[src/hdl/pfd_pkg.sv]
package pfd_pkg;

    // Frame layout
    localparam int PAYLOAD_LEN = 24;
    localparam int WORD_COUNT  = 6;
    localparam int BYTE_W      = 8;
    localparam int WORD_W      = 32;
    localparam int IDX_W       = 5;

    // Framing bytes
    localparam logic [BYTE_W-1:0] BYTE_CR = 8'h0D;
    localparam logic [BYTE_W-1:0] BYTE_LF = 8'h0A;

    localparam logic [IDX_W-1:0] IDX_LAST = IDX_W'(PAYLOAD_LEN - 1);

    // Deframer phases, one-hot
    typedef enum logic [4:0] {
        PH_HUNT_CR    = 5'b00001,
        PH_HEAD_LF    = 5'b00010,
        PH_PAYLOAD    = 5'b00100,
        PH_TRAIL_LF   = 5'b01000,
        PH_TRAIL_CR   = 5'b10000
    } phase_t;

    // Controls from the sequencer to the cell row and the result register
    typedef struct packed {
        logic shift;
        logic done;
    } pfd_ctrl_t;

endpackage

[src/hdl/pfd_if.sv]
interface pfd_byte_if;
    logic       valid;
    logic       ready;
    logic [7:0] rx_byte;

    modport source (output valid, output rx_byte, input ready);
    modport sink   (input valid, input rx_byte, output ready);
endinterface

interface pfd_pose_if;
    logic        valid;
    logic        ready;
    logic [31:0] yaw_bits;
    logic [31:0] pitch_bits;
    logic [31:0] roll_bits;
    logic [31:0] pos_x_bits;
    logic [31:0] pos_y_bits;
    logic [31:0] yaw_rate_bits;

    modport source (
        output valid, output yaw_bits, output pitch_bits, output roll_bits,
        output pos_x_bits, output pos_y_bits, output yaw_rate_bits,
        input ready
    );
    modport sink (
        input valid, input yaw_bits, input pitch_bits, input roll_bits,
        input pos_x_bits, input pos_y_bits, input yaw_rate_bits,
        output ready
    );
endinterface

[src/hdl/pfd_byte_cell.sv]
module pfd_byte_cell (
    input  logic                        clk,
    input  logic                        shift,
    input  logic [pfd_pkg::BYTE_W-1:0]  byte_in,
    output logic [pfd_pkg::BYTE_W-1:0]  byte_out
);
    import pfd_pkg::*;

    logic [BYTE_W-1:0] byte_reg;

    // Take the neighbor's byte on each payload transfer
    always_ff @(posedge clk)
    begin
        if (shift)
        begin
            byte_reg <= byte_in;
        end
    end

    assign byte_out = byte_reg;

endmodule

[src/hdl/pfd_ctrl.sv]
module pfd_ctrl (
    input  logic                        clk,
    input  logic                        rst_n,
    input  logic                        accept,
    input  logic [pfd_pkg::BYTE_W-1:0]  rx_byte,
    output pfd_pkg::pfd_ctrl_t          ctl,
    output logic                        at_trail_cr
);
    import pfd_pkg::*;

    phase_t            phase_reg, phase_next;
    logic [IDX_W-1:0]  idx_reg, idx_next;

    // Header / payload / trailer sequencing
    always_comb
    begin
        phase_next = phase_reg;
        idx_next   = idx_reg;
        if (accept)
        begin
            case (phase_reg)
                PH_HUNT_CR:
                begin
                    phase_next = (rx_byte == BYTE_CR) ? PH_HEAD_LF : PH_HUNT_CR;
                end
                PH_HEAD_LF:
                begin
                    if (rx_byte == BYTE_LF)
                    begin
                        idx_next   = '0;
                        phase_next = PH_PAYLOAD;
                    end
                    else if (rx_byte != BYTE_CR)
                    begin
                        phase_next = PH_HUNT_CR;
                    end
                end
                PH_PAYLOAD:
                begin
                    if (idx_reg == IDX_LAST)
                    begin
                        idx_next   = '0;
                        phase_next = PH_TRAIL_LF;
                    end
                    else
                    begin
                        idx_next = idx_reg + IDX_W'(1);
                    end
                end
                PH_TRAIL_LF:
                begin
                    phase_next = (rx_byte == BYTE_LF) ? PH_TRAIL_CR : PH_HUNT_CR;
                end
                PH_TRAIL_CR:
                begin
                    phase_next = PH_HUNT_CR;
                end
                default:
                begin
                    phase_next = PH_HUNT_CR;
                end
            endcase
        end
    end

    always_ff @(posedge clk or negedge rst_n)
    begin
        if (!rst_n)
        begin
            phase_reg <= PH_HUNT_CR;
            idx_reg   <= '0;
        end
        else
        begin
            phase_reg <= phase_next;
            idx_reg   <= idx_next;
        end
    end

    // Cell row shifts on payload bytes; frame completes on trailer CR
    assign ctl.shift = accept && (phase_reg == PH_PAYLOAD);
    assign ctl.done  = accept && (phase_reg == PH_TRAIL_CR) && (rx_byte == BYTE_CR);

    // Only the trailer CR slot can load the result register
    assign at_trail_cr = (phase_reg == PH_TRAIL_CR);

endmodule

[src/hdl/pose_frame_deframer_top.sv]
// Pose frame deframer.
// rx carries one received UART byte per transfer (valid/ready). The block
// hunts for 0x0D 0x0A, collects 24 payload bytes, then checks 0x0A 0x0D.
// A repeated 0x0D while waiting for the header 0x0A keeps waiting; any other
// mismatch drops back to the header hunt.
// res carries one transfer per good frame: six 32-bit words built
// little-endian from payload bytes 0-3, 4-7, ... 20-23 (raw float bits).
// Throughput: one byte per cycle, except where a waiting result holds rx;
// payload bytes march through a row of 24 byte cells, one step per byte.
// Latency: the result is valid the cycle after the trailer 0x0D transfer.
// The result sits in an output register; rx stays ready while it waits, so
// bytes keep flowing into the cell row meanwhile. A stalled result stops rx
// only once the next frame has reached its trailer 0x0D slot.
// Reset (rst_n, async, active low) returns to the header hunt with no result
// pending; payload cells are not cleared and need not be.
module pose_frame_deframer_top (
    input  logic       clk,
    input  logic       rst_n,
    pfd_byte_if.sink   rx,
    pfd_pose_if.source res
);
    import pfd_pkg::*;

    pfd_ctrl_t          ctl;
    logic               at_trail_cr;
    logic               accept;
    logic [BYTE_W-1:0]  cell_byte [PAYLOAD_LEN];
    logic               res_valid_reg, res_valid_next;
    logic [WORD_W-1:0]  word_reg [WORD_COUNT];

    // Hold rx only where a new frame could overwrite a waiting result
    assign rx.ready = !res_valid_reg || res.ready || !at_trail_cr;
    assign accept   = rx.valid && rx.ready;

    pfd_ctrl u_ctrl (
        .clk         (clk),
        .rst_n       (rst_n),
        .accept      (accept),
        .rx_byte     (rx.rx_byte),
        .ctl         (ctl),
        .at_trail_cr (at_trail_cr)
    );

    // Byte row: new byte enters the top cell, older bytes move down.
    // After 24 shifts cell k holds payload byte k.
    genvar k;
    generate
        for (k = 0; k < PAYLOAD_LEN; k++)
        begin : g_cell
            if (k == PAYLOAD_LEN - 1)
            begin : g_top
                pfd_byte_cell u_cell (
                    .clk      (clk),
                    .shift    (ctl.shift),
                    .byte_in  (rx.rx_byte),
                    .byte_out (cell_byte[k])
                );
            end
            else
            begin : g_mid
                pfd_byte_cell u_cell (
                    .clk      (clk),
                    .shift    (ctl.shift),
                    .byte_in  (cell_byte[k+1]),
                    .byte_out (cell_byte[k])
                );
            end
        end
    endgenerate

    // Result register
    always_comb
    begin
        res_valid_next = res_valid_reg;
        if (ctl.done)
        begin
            res_valid_next = 1'b1;
        end
        else if (res.ready)
        begin
            res_valid_next = 1'b0;
        end
    end

    always_ff @(posedge clk or negedge rst_n)
    begin
        if (!rst_n)
        begin
            res_valid_reg <= 1'b0;
        end
        else
        begin
            res_valid_reg <= res_valid_next;
        end
    end

    genvar w;
    generate
        for (w = 0; w < WORD_COUNT; w++)
        begin : g_word
            always_ff @(posedge clk)
            begin
                if (ctl.done)
                begin
                    word_reg[w] <= {cell_byte[4*w+3], cell_byte[4*w+2],
                                    cell_byte[4*w+1], cell_byte[4*w]};
                end
            end
        end
    endgenerate

    assign res.valid         = res_valid_reg;
    assign res.yaw_bits      = word_reg[0];
    assign res.pitch_bits    = word_reg[1];
    assign res.roll_bits     = word_reg[2];
    assign res.pos_x_bits    = word_reg[3];
    assign res.pos_y_bits    = word_reg[4];
    assign res.yaw_rate_bits = word_reg[5];

endmodule

[src/flat_wrapper.sv]
// flat-port wrapper written by rule: the top's interface ports become plain ports
module pose_frame_deframer_top_flat import pfd_pkg::*;
  (clk, rst_n, rx_valid, rx_rx_byte, rx_ready, res_valid, res_yaw_bits, res_pitch_bits, res_roll_bits, res_pos_x_bits, res_pos_y_bits, res_yaw_rate_bits, res_ready);
  pfd_byte_if rx_i ();
  pfd_pose_if res_i ();
  input  logic clk;
  input  logic rst_n;
  input wire logic [$bits(rx_i.valid)-1:0] rx_valid;
  input wire logic [$bits(rx_i.rx_byte)-1:0] rx_rx_byte;
  output wire logic [$bits(rx_i.ready)-1:0] rx_ready;
  output wire logic [$bits(res_i.valid)-1:0] res_valid;
  output wire logic [$bits(res_i.yaw_bits)-1:0] res_yaw_bits;
  output wire logic [$bits(res_i.pitch_bits)-1:0] res_pitch_bits;
  output wire logic [$bits(res_i.roll_bits)-1:0] res_roll_bits;
  output wire logic [$bits(res_i.pos_x_bits)-1:0] res_pos_x_bits;
  output wire logic [$bits(res_i.pos_y_bits)-1:0] res_pos_y_bits;
  output wire logic [$bits(res_i.yaw_rate_bits)-1:0] res_yaw_rate_bits;
  input wire logic [$bits(res_i.ready)-1:0] res_ready;
  assign rx_i.valid = rx_valid;
  assign rx_i.rx_byte = rx_rx_byte;
  assign rx_ready = rx_i.ready;
  assign res_valid = res_i.valid;
  assign res_yaw_bits = res_i.yaw_bits;
  assign res_pitch_bits = res_i.pitch_bits;
  assign res_roll_bits = res_i.roll_bits;
  assign res_pos_x_bits = res_i.pos_x_bits;
  assign res_pos_y_bits = res_i.pos_y_bits;
  assign res_yaw_rate_bits = res_i.yaw_rate_bits;
  assign res_i.ready = res_ready;
  pose_frame_deframer_top u_core (.clk(clk), .rst_n(rst_n), .rx(rx_i), .res(res_i));
endmodule
[config.mk]
export PLATFORM = sky130hd
export DESIGN_NAME = pose_frame_deframer_top_flat
export DESIGN_NICKNAME = d
export VERILOG_FILES = /design/src/hdl/pfd_pkg.sv /design/src/hdl/pfd_if.sv /design/src/hdl/pfd_byte_cell.sv /design/src/hdl/pfd_ctrl.sv /design/src/hdl/pose_frame_deframer_top.sv /design/src/flat_wrapper.sv
export SDC_FILE = /design/constraint.sdc
export NUM_CORES = 1
export LEC_CHECK = 0
export BUFFER_PORTS_ARGS = -buffer_cell sky130_fd_sc_hd__buf_2
export CAP_MARGIN = 20
export CORE_MARGIN = 2
export CORE_UTILIZATION = 40
export DETAILED_ROUTE_END_ITERATION = 10
export PLACE_DENSITY_LB_ADDON = 0.25
export SYNTH_ARGS = -nofsm -noshare
export SYNTH_HDL_FRONTEND = slang
export SYNTH_SLANG_ARGS = --single-unit
[constraint.sdc]
create_clock -name clk -period 19.85 [get_ports clk]
set_clock_uncertainty 0.2 [all_clocks]
set_input_delay 3.97 -clock clk [delete_from_list [all_inputs] [get_ports clk]]
set_output_delay 3.97 -clock clk [all_outputs]
set_load 0.01 [all_outputs]
== Word-level counts from Yosys, hierarchy flattened ==
Memories as Yosys holds them, arrays and structs flattened.
Cells that the tools add are included.

* Add/subtract/negate cells: 1
* Multiply operators: 0
* Divide/modulo/power cells: 0
* $lt $le $gt $ge: 0
* Eq/ne operators: 12
* Shifts and indexed selects: 0
* Mux-type cells: 13
* Bitwise logic cells: 0
* Reductions and logical operators: 12

{| class="wikitable"
|+ Operators with widths
! operator !! number
|-
| $mux W5 || 6
|-
| $pmux W5 S4 || 1
|-
| $eq A8 B4 Y1 const B || 2
|-
| $eq A5 B5 Y1 const B || 2
|-
| $pmux W5 S2 || 1
|-
| $ne A8 B4 Y1 const B || 1
|-
| $reduce_and A3 Y1 || 2
|-
| $add A5 B1 Y5 const B || 1
|-
| $eq A5 B1 Y1 const B || 1
|-
| $eq A5 B2 Y1 const B || 1
|-
| $eq A5 B3 Y1 const B || 1
|-
| $eq A5 B4 Y1 const B || 1
|-
| $logic_and A1 B1 Y1 || 4
|-
| $mux W1 || 4
|-
| $ne A2 B2 Y1 const B || 2
|-
| $reduce_bool A2 Y1 || 2
|-
| $ne A3 B3 Y1 const B || 1
|-
| $logic_not A1 Y1 || 2
|-
| $logic_or A1 B1 Y1 || 2
|-
| $mux W2 || 1
|}

* Register bits: 203
* Latch bits: 0
* Memory bits (writable): 192
* ROM bits: 0
* Input bits: 12
* Output and inout bits: 194
* Word-level logic and storage cells: 66
* Memories: 1

{| class="wikitable"
|+ Memory list
! memory !! depth !! bits a word !! read ports !! clocked after Yosys merged registers in !! wr ports !! RTL line !! text
|-
| u_core.word_reg || 6 || 32 || 6 || 0 || 6 || pose_frame_deframer_top.sv:29 || <nowiki>logic [WORD_W-1:0] word_reg [WORD_COUNT];</nowiki>
|}

== Depth between registers and ports, before layout ==
Gate-level depths: netlist (run 1).

* Depth in word-level cells: 8
* Mapped depth: 7

== Modules after synthesis ==
From an unflattened synthesis (run 1), not the netlist that was laid out.

* Cell total of the unflattened synthesis: 479
* Area, all modules: 12403.1 µm²

{| class="wikitable"
|+ Modules (own cells, without submodules)
! module !! instances !! cells each !! area an instance (µm²)
|-
| pose_frame_deframer_top || 1 || 197 || 5829.3
|-
| pfd_byte_cell || 24 || 8 || 240.2
|-
| pfd_ctrl || 1 || 90 || 808.3
|}

== Least setup slack after synthesis (run 1) ==
Ideal clock, no wire load.

* Path type: input to register
* Start point: input port rx_rx_byte[0]
* End point: memory u_core.word_reg[0][0], enable pin
* Setup time: 747 ps
* Arrival: 12383 ps
* Data required time: 18903 ps
* Setup slack: 6520 ps
* Stages: 4
* Path buffers: 0
* Path through: nor2b_1 nor3b_1 nand4_1 nor2_1

{| class="wikitable"
|+ RTL lines
! element !! RTL line !! text
|-
| start: declaration || flat_wrapper.sv:9 || <nowiki>input wire logic [$bits(rx_i.rx_byte)-1:0] rx_rx_byte;</nowiki>
|-
| end: declaration || pose_frame_deframer_top.sv:29 ||
|}

== Worst setup path after layout (run 1) ==
* Start point: input port res_ready
* End point: output port rx_ready

* Longest elaborated chain between the ends: 2

{| class="wikitable"
|+ Ends and longest elaborated chain
! element !! RTL line !! text
|-
| start: declaration || flat_wrapper.sv:18 || <nowiki>input wire logic [$bits(res_i.ready)-1:0] res_ready;</nowiki>
|-
| $logic_or A1 B1 Y1 (2 in a row) || pose_frame_deframer_top.sv:32 || <nowiki>assign rx.ready = !res_valid_reg || res.ready || !at_trail_cr;</nowiki>
|-
| end: declaration || flat_wrapper.sv:10 || <nowiki>output wire logic [$bits(rx_i.ready)-1:0] rx_ready;</nowiki>
|}

No other way between the ends.

==> metrics.md, run 1 <==
| Metric | Value |
|---|---|
| WL/cell | 17.0 µm |
| Gpl congestion | 0.736 |
| Max Cap Viol | 0 |
| First-pass GRT wire length | 30200 µm |
| Most common cell in the synthesized netlist | edfxtp_1 |
| DP Wirelength | 11500 µm |
| Die X | 180 µm |
| CTS resizes | 0 |
| Element type at the critical path start | input pin |
| CP arrival | 4710 ps |
| Crit Path Class | in -> out |
| Iter 0 DRT Violations | 420 |
| Hold crit path type | reg -> reg |
| Total Routing Usage GR | 11.7% |
| Vias per cell | 4.61 |
| Floorplan core area | 30400 µm² |
| FMAX | 113 MHz |
| Setup TNS | 0 ps |
| Sequential power share | 56.0% |
| H-tree depth | 2 |
| Initial Util | 40.5% |
| CP dominant cell by count | buf_2 |
| Skew-Pair Late Insertion Delay | 520 ps |
| Final core occ | 49.7% |
| Layout area overhead | 22.7% |
| Post-CTS Hold Buffers | 0 |
| Worst-Margin Slew | 1270 ps |
| Row count | 64 |
| Ranking of synthesized cells by area | edfxtp_1 94%, dfrtp_1 2.0%, mux2_4 0.61% |
| CP Data Required Time | 15680 ps |
| Cell taking the most area after synthesis | edfxtp_1 |
| Yosys reg bits | 395 |
| Outcome | completed |
| Sw frac | 18.9% |
| Worst vdd ir | 0.0617 mV |
| DR pass1 iterations | 4 |
| Async SR Flop Fraction | 2.78% |
| Leakage power | 5.22 nW |
| Non-filler cells, final | 1137 |
| Commonest cells post-synth | 384 x edfxtp_1, 10 x dfrtp_1, 6 x nor2_1 |
| Largest net degree at the start of global routing | 193 |
| CP top delay family | simple AND/OR/NAND/NOR gates |
| CTS root buffer | clkbuf_16 |
| Slew headroom | 15.4% |
| Max Slew Vio Count | 0 |
| Syn_nets | 476 |
| Min Clock Period, post-route | 8880 ps |
| Netlist cell types | 36 |
| Worst path max stage delay | 390 ps |
| Clock tree buffer depth | 3 |
| Clk pwr share | 43.4% |
| Port Buffers | 205 |
| Tightest hold margin | 220 ps |
| Post-CTS Setup Inserts | 0 |
| Placed cell count | 1064 |
| Die Area | 32200 µm² |
| Yosys warnings | 0 |
| Antenna Cells | 0 |
| Clock sinks | 395 |
| Synth top area share | 93.6% |
| Total power divided by cell area | 107 nW/µm² |
| I/O Pins | 206 |
| Fin. Hold Viols | 0 |
| Mean post-synth cell area | 26.6 µm² |
| Total gr overflow | 0 |
| Post-route ant nets | 0 |
| Cts bufs inserted | 40 |
| Cells traversed along the worst timing path | buf_2 > nor2b_1 > nand2_1 > buf_2 |
| Crit end category | primary output |
| Vias post-DR | 5240 |
| Post-synthesis sequential area ratio | 95.8% |
| Number of synthesized flops with an enable pin | 384 |
| Max FFs per register | 192 |
| Worst-path clk slew | 60 ps |
| Share of layout cells above drive strength 1 | 38.2% |
| Die Y | 180 µm |
| Fin nets | 723 |
| WP buf/inv | 2 |
| DRT Wirelength | 19300 µm |
| Mapped cell area | 12300 µm² |
| TritonCTS clock tree | built |
| Initial antenna violation count | 0 |
| Gate power share | 0.6% |
| Internal power | 1.31 mW |
| Dominant synthesized flop cell | edfxtp_1 |
| Sw Pwr | 0.306 mW |
| CP max stage cell | nor2b_1 |
| Post-Syn Instances | 463 |
| Vias in the first global route | 5319 |
| Critical path peak fanout | 4 |
| Period Utilization, post-route | 44.7% |
| Unrepaired setup endpoints after global routing | false |
| Endpoints failing setup | 0 |
| DRC | 0 |
-- layout by cell type, fill, tap and decap left out, drive strengths merged, types with 3 or more instances in the layout --
master,Yosys,layout
nand2b,3,3
nand2,5,5
buf,3,208
nor3,3,3
nor2,6,6
clkinv,0,17
clkinvlp,0,5
a22o,4,4
o21ai,7,7
nand3,5,5
dfrtp,10,10
clkbuf,0,45
nor3b,3,3
nand4,3,3
mux2,5,5
edfxtp,384,384
inv,3,7
-- power by group through the flow --
stage / Combinational (mW) / Sequential (mW) / Clock [mW]
3_3_place_gp: 0.00885 / 0.921 / 0
4_1_cts: 0.00971 / 0.904 / 0.724
5_1_grt: 0.0104 / 0.903 / 0.760
6_report: 0.00963 / 0.904 / 0.701
3_5_place_dp: 0.00969 / 0.921 / 0
2_1_floorplan: 0.00722 / 0.920 / 0
-- path summary, 6_finish.rpt --
check                                                          start                                        end  slack (ps)  depth (start not counted)
hold / removal             u_core.g_cell[0].g_mid.u_cell.byte_out[1]                      u_core.word_reg[0][1]         220                          0
setup / recovery                                           res_ready                                   rx_ready       10970                          4
max in group asynchronous                                      rst_n                 u_core.u_ctrl.phase_reg[0]       16050                          1
hold reg to reg            u_core.g_cell[0].g_mid.u_cell.byte_out[1]                      u_core.word_reg[0][1]         220                          0
setup reg to reg                          u_core.u_ctrl.phase_reg[4]  u_core.g_cell[5].g_mid.u_cell.byte_out[7]       15700                          5
min in group asynchronous                                      rst_n                 u_core.u_ctrl.phase_reg[2]        3130                          1
-- area by class of cell --
type / count / area, µm²
fillers: 2443 / 15300
repair buffers: 208 / 1060
clock inverters: 28 / 215
clock buffers: 45 / 1030
flip-flops and latches: 395 / 11800
inverters: 3 / 11.3
multi-input cells: 62 / 500
well taps: 396 / 495
-- worst reg2reg max path, delay by kind of cell (launching register included) --
kind | cells | cell delay [ps]
buffers and inverters | 2 | 1700
and+or+nand+nor | 3 | 1360
DFF | 1 | 470
-- metrics by stage --
| stage | setup slack [ps] | area [µm²] | total power [mW] |
|---|---|---|---|
| finish | 10970 | 15100 | 1.61 |
| floorplan | 6520 | 12300 | 0.927 |
| global route | 10890 | 15100 | 1.67 |
| global placement | 10960 | 13900 | 0.930 |
| detailed placement | 10980 | 13900 | 0.931 |
| CTS | 10950 | 15100 | 1.64 |
-- cell families (layout without fill, tap and decap cells) --
kind of cell | after synthesis | count (layout) | share of synthesized area (%)
adder cells (fa/ha/maj) | 1 | 1 | 0.101
AND/OR/NAND/NOR | 36 | 36 | 1.81
AO/OA/AOI/OAI | 18 | 18 | 1.32
XOR/XNOR | 1 | 1 | 0.0711
buffers and inverters | 6 | 284 | 0.213
multiplexers | 6 | 6 | 0.690
flip-flops | 395 | 395 | 95.8
-- routing by layer --
metal	wire [µm]	GRT usage, %	vias to the layer above
li1	-	-	2384
met2	8980	18.0	209
met3	1450	4.03	33
met1	8510	15.8	2614
met5	0	0	-
met4	372	3.84	0
No activity file was read; power rests on OpenSTA's default activity.
==> run 2: changes to the inputs <==
- ABC_AREA: default -> 1
- clock period: 19.85 -> 7.45 ns (I/O delays scaled with it)
==> metrics.md, run 2 <==
| Metric | Value |
|---|---|
| DR pass1 iterations | 5 (+1) |
| CTS resizes | 0 (unchanged) |
| Max FFs per register | 192 (unchanged) |
| Vias post-DR | 5402 (+3.1%) |
| Min Clock Period, post-route | 3830 ps |
| Fin. Hold Viols | 0 (unchanged) |
| CP top delay family | simple AND/OR/NAND/NOR gates |
| Number of synthesized flops with an enable pin | 384 (unchanged) |
| Sequential power share | 55.8% (-0.2 points) |
| Gate power share | 0.4% (-0.2 points) |
| Max Cap Viol | 0 (unchanged) |
| Mean post-synth cell area | 24.9 µm² (-6.6%) |
| WP buf/inv | 3 (+1) |
| Post-Syn Instances | 494 (+6.7%) |
| CP arrival | 3760 ps (-950 ps) |
| Largest net degree at the start of global routing | 89 (-54%) |
| H-tree depth | 2 (unchanged) |
| TritonCTS clock tree | built |
| CTS root buffer | clkbuf_16 |
| Cells traversed along the worst timing path | buf_2 > inv_1 > nor3_1 > nand2_1 > nor3_4 > buf_4 |
| Most frequent cells in the layout | 384 x edfxtp_1, 205 x buf_2, 40 x clkbuf_16 |
| Post-route ant nets | 0 (unchanged) |
| CP max stage cell | buf_4 |
| Clk pwr share | 43.8% (+0.4 points) |
| HP Start | u_core.g_cell[0].g_mid.u_cell.byte_out[3] |
| DRC | 0 (unchanged) |
| Post-CTS Setup Inserts | 0 (unchanged) |
| Yosys reg bits | 395 (unchanged) |
| Initial Util | 40.4% (-0.12 points) |
| Yosys warnings | 0 (unchanged) |
| Port Buffers | 205 (unchanged) |
| Async SR Flop Fraction | 2.78% (unchanged) |
| Worst R2R Path Depth | 7 (+2) |
| Total Routing Usage GR | 12.2% (+0.47 points) |
| Endpoints failing setup | 0 (unchanged) |
| Sw Pwr | 0.777 mW (+150%) |
| Hold Crit Endpoint | u_core.word_reg[0][3] |
| Unrepaired setup endpoints after global routing | false |
| Worst-Margin Slew | 1050 ps (-218 ps) |
| DRT Wirelength | 20100 µm (+4.1%) |
| Layout area overhead | 23.2% |
| Syn_nets | 507 (+6.5%) |
| Most common cell in the synthesized netlist | edfxtp_1 |
| Flop-to-flop setup slack | 4180 ps (-11520 ps) |
| Worst path max stage delay | 860 ps (+470 ps) |
| Initial antenna violation count | 0 (unchanged) |
| Tot Pwr | 4.31 mW (+170%) |
| Row count | 64 (unchanged) |
| Setup TNS | 0 ps (unchanged) |
| Skew-Pair Late Insertion Delay | 500 ps (-20 ps) |
| Share of layout cells above drive strength 1 | 36.0% (-2.2 points) |
| First-pass GRT wire length | 30000 µm (-0.55%) |
| Die X | 179 µm (-0.15%) |
| Crit Path Class | in -> reg |
| CP Data Required Time | 7380 ps (-8300 ps) |
| WL/cell | 17.1 µm (+0.98%) |
| Ranking of synthesized cells by area | edfxtp_1 94%, dfrtp_1 2.0%, nand2_1 1.0% |
| Leading cell type in the layout, fill and taps excluded | edfxtp_1 |
| Element type at the critical path start | input pin |
| Slew headroom | 29.9% (+15 points) |
| Leakage power | 5.30 nW (+1.6%) |
| Period Utilization, post-route | 51.4% |
| RR Startpoint | u_core.u_ctrl.phase_reg[0] |
| Cts bufs inserted | 40 (unchanged) |
| Max Slew Vio Count | 0 (unchanged) |
| Dominant synthesized flop cell | edfxtp_1 |
| Post-synthesis sequential area ratio | 96.1% (+0.29 points) |
| Floorplan core area | 30400 µm² (unchanged) |
| Sw frac | 18.0% (-0.93 points) |
| Reg-to-reg endpoint | u_core.g_cell[13].g_mid.u_cell.byte_out[1] |
| Critical path peak fanout | 78 (+74) |
| Vias per cell | 4.61 (about the same) |
| Die Y | 179 µm (-0.15%) |
| Antenna Cells | 0 (unchanged) |
| Crit end category | flop |
| Final core occ | 49.8% (+0.066 points) |
| I/O Pins | 206 (unchanged) |
| Worst-path clk slew | 60 ps (about the same) |
| Clock sinks | 395 (unchanged) |
| Mapped cell area | 12300 µm² (-0.30%) |
| Worst vdd ir | 0.188 mV (+200%) |
| Clock tree buffer depth | 3 (unchanged) |
| Netlist cell types | 23 (-36%) |
| Synth top area share | 93.8% (+0.29 points) |
| Outcome | completed |
| Total gr overflow | 0 (unchanged) |
| Iter 0 DRT Violations | 455 (+8.3%) |
| Hold crit path type | reg -> reg |
| Fin nets | 759 (+5.0%) |
| Post-CTS Hold Buffers | 0 (unchanged) |
| Gpl congestion | 0.781 (+6.2%) |
| Total power divided by cell area | 285 nW/µm² (+170%) |
| Die Area | 32100 µm² (-0.30%) |
| Vias in the first global route | 5425 (+2.0%) |
| Commonest cells post-synth | 384 x edfxtp_1, 33 x nand2_1, 12 x inv_1, 12 x nor2_1, 10 x dfrtp_1 |
| Setup crit start | rx_rx_byte[0] |
| DP Wirelength | 12500 µm (+9.1%) |
| Cell taking the most area after synthesis | edfxtp_1 |
| FMAX | 261 MHz |
| Hold Crit Depth | 0 (unchanged) |
| Internal power | 3.54 mW (+170%) |
run 2: cell count changes after synthesis, sizes merged, moves of 3 or more:
cell	delta
o21ai	+3
mux2	-5
buf	-3
nor3b	-3
nand2	+31
nand2b	-3
nand3	+4
nor2	+11
a22o	-4
inv	+11
run 2: cells by family after synthesis:
family          count (synthesis)  synth area share [%]
simple gates                   72                  2.84
fa+ha+maj                       1                 0.102
flops                         395                  96.1
compound gates                 11                 0.468
xor+xnor                        1                0.0713
buf+inv                        14                 0.428
run 2: cell type report:
class | count | area, µm²
clock buffer | 54 | 1080
sequential | 395 | 11800
clock inverter | 18 | 179
inverter | 14 | 52.6
multi-input combinational | 85 | 447
tap | 396 | 495
timing repair buffer | 210 | 1080
fill | 2490 | 15300
run 2: power groups by stage:
stage	clock network, mW	logic, mW	registers, mW
2_1_floorplan	0	0.0109	2.45
3_3_place_gp	0	0.0166	2.45
3_5_place_dp	0	0.0187	2.45
4_1_cts	1.95	0.0187	2.40
5_1_grt	2.04	0.0215	2.40
6_report	1.89	0.0191	2.41
run 2: layer usage:
layer | GRT usage, % | up-vias | share of wire [%]
met5 | 0 | - | 0
met4 | 3.73 | 0 | 1.6
met3 | 3.92 | 32 | 9.4
met2 | 18.8 | 245 | 46
met1 | 16.6 | 2682 | 43
li1 | - | 2443 | -
run 2: stage by stage:
step	hold slack, ps	worst slack [ps]	area, µm²	std cells
final	218	3620	15100	1172
after global routing	229	3390	15100	1172
after CTS	218	3610	15100	1172
after detailed placement	205	3060	13900	1100
after global placement	201	3190	13900	1100
after floorplan	200	322	12300	494
run 2: worst max path at each step:
| stage | to | slack [ps] | depth (start not counted) |
|---|---|---|---|
| detailed placement | u_core.word_reg[0][6] | 3060 | 6 |
| global placement | u_core.word_reg[0][0] | 3190 | 6 |
| finish | u_core.word_reg[1][15] | 3620 | 6 |
| CTS | u_core.word_reg[3][15] | 3610 | 6 |
| floorplan | u_core.word_reg[0][0] | 320 | 4 |
| global route | u_core.word_reg[1][15] | 3390 | 6 |
==> run 3: changes to the inputs <==
- clock period: 7.45 -> 3.3 ns (I/O delays scaled with it)
==> metrics.md, run 3 (synthesized netlist as in run 2, its figures left out) <==
| Metric | Value |
|---|---|
| Outcome | completed |
| Port Buffers | 205 (unchanged) |
| Sw Pwr | 1.75 mW (+130%) |
| Share of layout cells above drive strength 1 | 37.0% (+1.1 points) |
| Critical path peak fanout | 4 (-95%) |
| Die Y | 179 µm (unchanged) |
| Min Clock Period, post-route | 2560 ps |
| First-pass GRT wire length | 29900 µm (-0.25%) |
| Vias post-DR | 5382 (-0.37%) |
| Clock tree buffer depth | 3 (unchanged) |
| Gpl congestion | 0.800 (+2.3%) |
| Sequential power share | 56.2% (+0.4 points) |
| Clk pwr share | 43.3% (-0.5 points) |
| Floorplan core area | 30400 µm² (unchanged) |
| H-tree depth | 2 (unchanged) |
| Crit end category | primary output |
| Die Area | 32100 µm² (unchanged) |
| Post-route ant nets | 0 (unchanged) |
| CTS root buffer | clkbuf_16 |
| Max Cap Viol | 0 (unchanged) |
| Initial Util | 40.4% (unchanged) |
| CP max stage cell | dfrtp_1 |
| DRT Wirelength | 20200 µm (+0.55%) |
| TritonCTS clock tree | built |
| Dpl ws | 721 ps (-2340 ps) |
| Worst-Margin Slew | 474 ps (-578 ps) |
| Total power divided by cell area | 635 nW/µm² (+120%) |
| Total Routing Usage GR | 12.2% (+0.031 points) |
| Period Utilization, post-route | 77.5% |
| Worst-path clk slew | 60 ps (about the same) |
| Leading cell type in the layout, fill and taps excluded | edfxtp_1 |
| Tot Pwr | 9.66 mW (+120%) |
| Sw frac | 18.1% (+0.11 points) |
| WL/cell | 17.2 µm (+0.38%) |
| Final worst slack | 744 ps (-2880 ps) |
| Fin. Hold Viols | 0 (unchanged) |
| Cts bufs inserted | 40 (unchanged) |
| Skew-Pair Late Insertion Delay | 520 ps (+20 ps) |
| Endpoints failing setup | 0 (unchanged) |
| Internal power | 7.91 mW (+120%) |
| Most frequent cells in the layout | 384 x edfxtp_1, 205 x buf_2, 42 x clkbuf_16 |
| I/O Pins | 206 (unchanged) |
| Crit Path Class | reg -> out |
| CTS resizes | 0 (unchanged) |
| Worst vdd ir | 0.349 mV (+85%) |
| DRC | 0 (unchanged) |
| Tightest hold margin | 134 ps (-84.2 ps) |
| Initial antenna violation count | 0 (unchanged) |
| CP arrival | 1700 ps (-2060 ps) |
| Total gr overflow | 0 (unchanged) |
| Die X | 179 µm (unchanged) |
| Largest net degree at the start of global routing | 76 (-15%) |
| Post-CTS Setup Inserts | 0 (unchanged) |
| Max Slew Vio Count | 0 (unchanged) |
| Clock sinks | 395 (unchanged) |
| CP dominant cell by count | nor2_2 |
| Fin nets | 764 (+0.66%) |
| Gate power share | 0.5% (about the same) |
| FMAX | 391 MHz |
| Leakage power | 5.34 nW (+0.68%) |
| Vias per cell | 4.58 (-0.54%) |
| DR pass1 iterations | 4 (-1) |
| Iter 0 DRT Violations | 508 (+12%) |
| Vias in the first global route | 5326 (-1.8%) |
| Post-CTS Hold Buffers | 1 (+1) |
| Setup TNS | 0 ps (unchanged) |
| Element type at the critical path start | flop |
| Max FFs per register | 192 (unchanged) |
| Slew headroom | 68.3% (+38 points) |
| Worst path max stage delay | 420 ps (-440 ps) |
| Cells traversed along the worst timing path | nor2_2 > nand3_2 > nor2_2 > inv_2 > buf_2 |
| CP Data Required Time | 2440 ps (-4940 ps) |
| Unrepaired setup endpoints after global routing | false |
| Row count | 64 (unchanged) |
| Antenna Cells | 0 (unchanged) |
| DP Wirelength | 12900 µm (+2.8%) |
| Layout area overhead | 23.9% |
| Hold crit path type | in -> reg |
[run 3: per-stage QoR]
| stage | std cells | utilization (%) | cell area (µm²) |
|---|---|---|---|
| CTS | 1174 | 50.0 | 15200 |
| detailed placement | 1104 | 46.0 | 14000 |
| floorplan | 494 | - | 12300 |
| global route | 1174 | 50.0 | 15200 |
| global placement | 1104 | 46.0 | 14000 |
| finish | 1174 | 50.0 | 15200 |
[run 3: critical path, delay by kind of cell (launching register included)]
family | cells | cell delay (ps)
AND/OR/NAND/NOR | 3 | 560
flip-flops | 1 | 420
buffers and inverters | 2 | 210
[run 3: per-layer routing]
metal,part of all wire [%],track usage [%]
met3,9.2,4.24
met5,0,0
met2,46,18.8
met1,42,16.5
met4,2.3,3.80
[run 3: area by class of cell]
type | count | area, µm²
inverter | 14 | 57.6
fill | 2502 | 15200
clock inverter | 18 | 141
clock buffer | 51 | 1080
multi-input combinational | 85 | 472
tap | 396 | 495
sequential | 395 | 11800
timing repair buffer | 215 | 1170
[run 3: worst paths after layout]
check,from,slack [ps],depth (start not counted),endpoint
setup / recovery,u_core.u_ctrl.phase_reg[3],740,5,rx_ready
hold / removal,rx_rx_byte[6],130,1,u_core.g_cell[23].g_top.u_cell.byte_out[6]
setup reg to reg,u_core.u_ctrl.phase_reg[0],840,7,u_core.word_reg[0][5]
hold reg to reg,u_core.g_cell[0].g_mid.u_cell.byte_out[0],220,0,u_core.word_reg[0][0]
max in group asynchronous,rst_n,2280,2,u_core.u_ctrl.phase_reg[0]
min in group asynchronous,rst_n,350,2,u_core.u_ctrl.idx_reg[4]
[run 3: power by group through the flow]
stage / logic, mW / registers, mW / clock network [mW]
floorplan: 0.0264 / 5.53 / 0
global placement: 0.0405 / 5.53 / 0
detailed placement: 0.0437 / 5.54 / 0
CTS: 0.0447 / 5.43 / 4.31
global route: 0.0506 / 5.43 / 4.53
finish: 0.0446 / 5.43 / 4.19
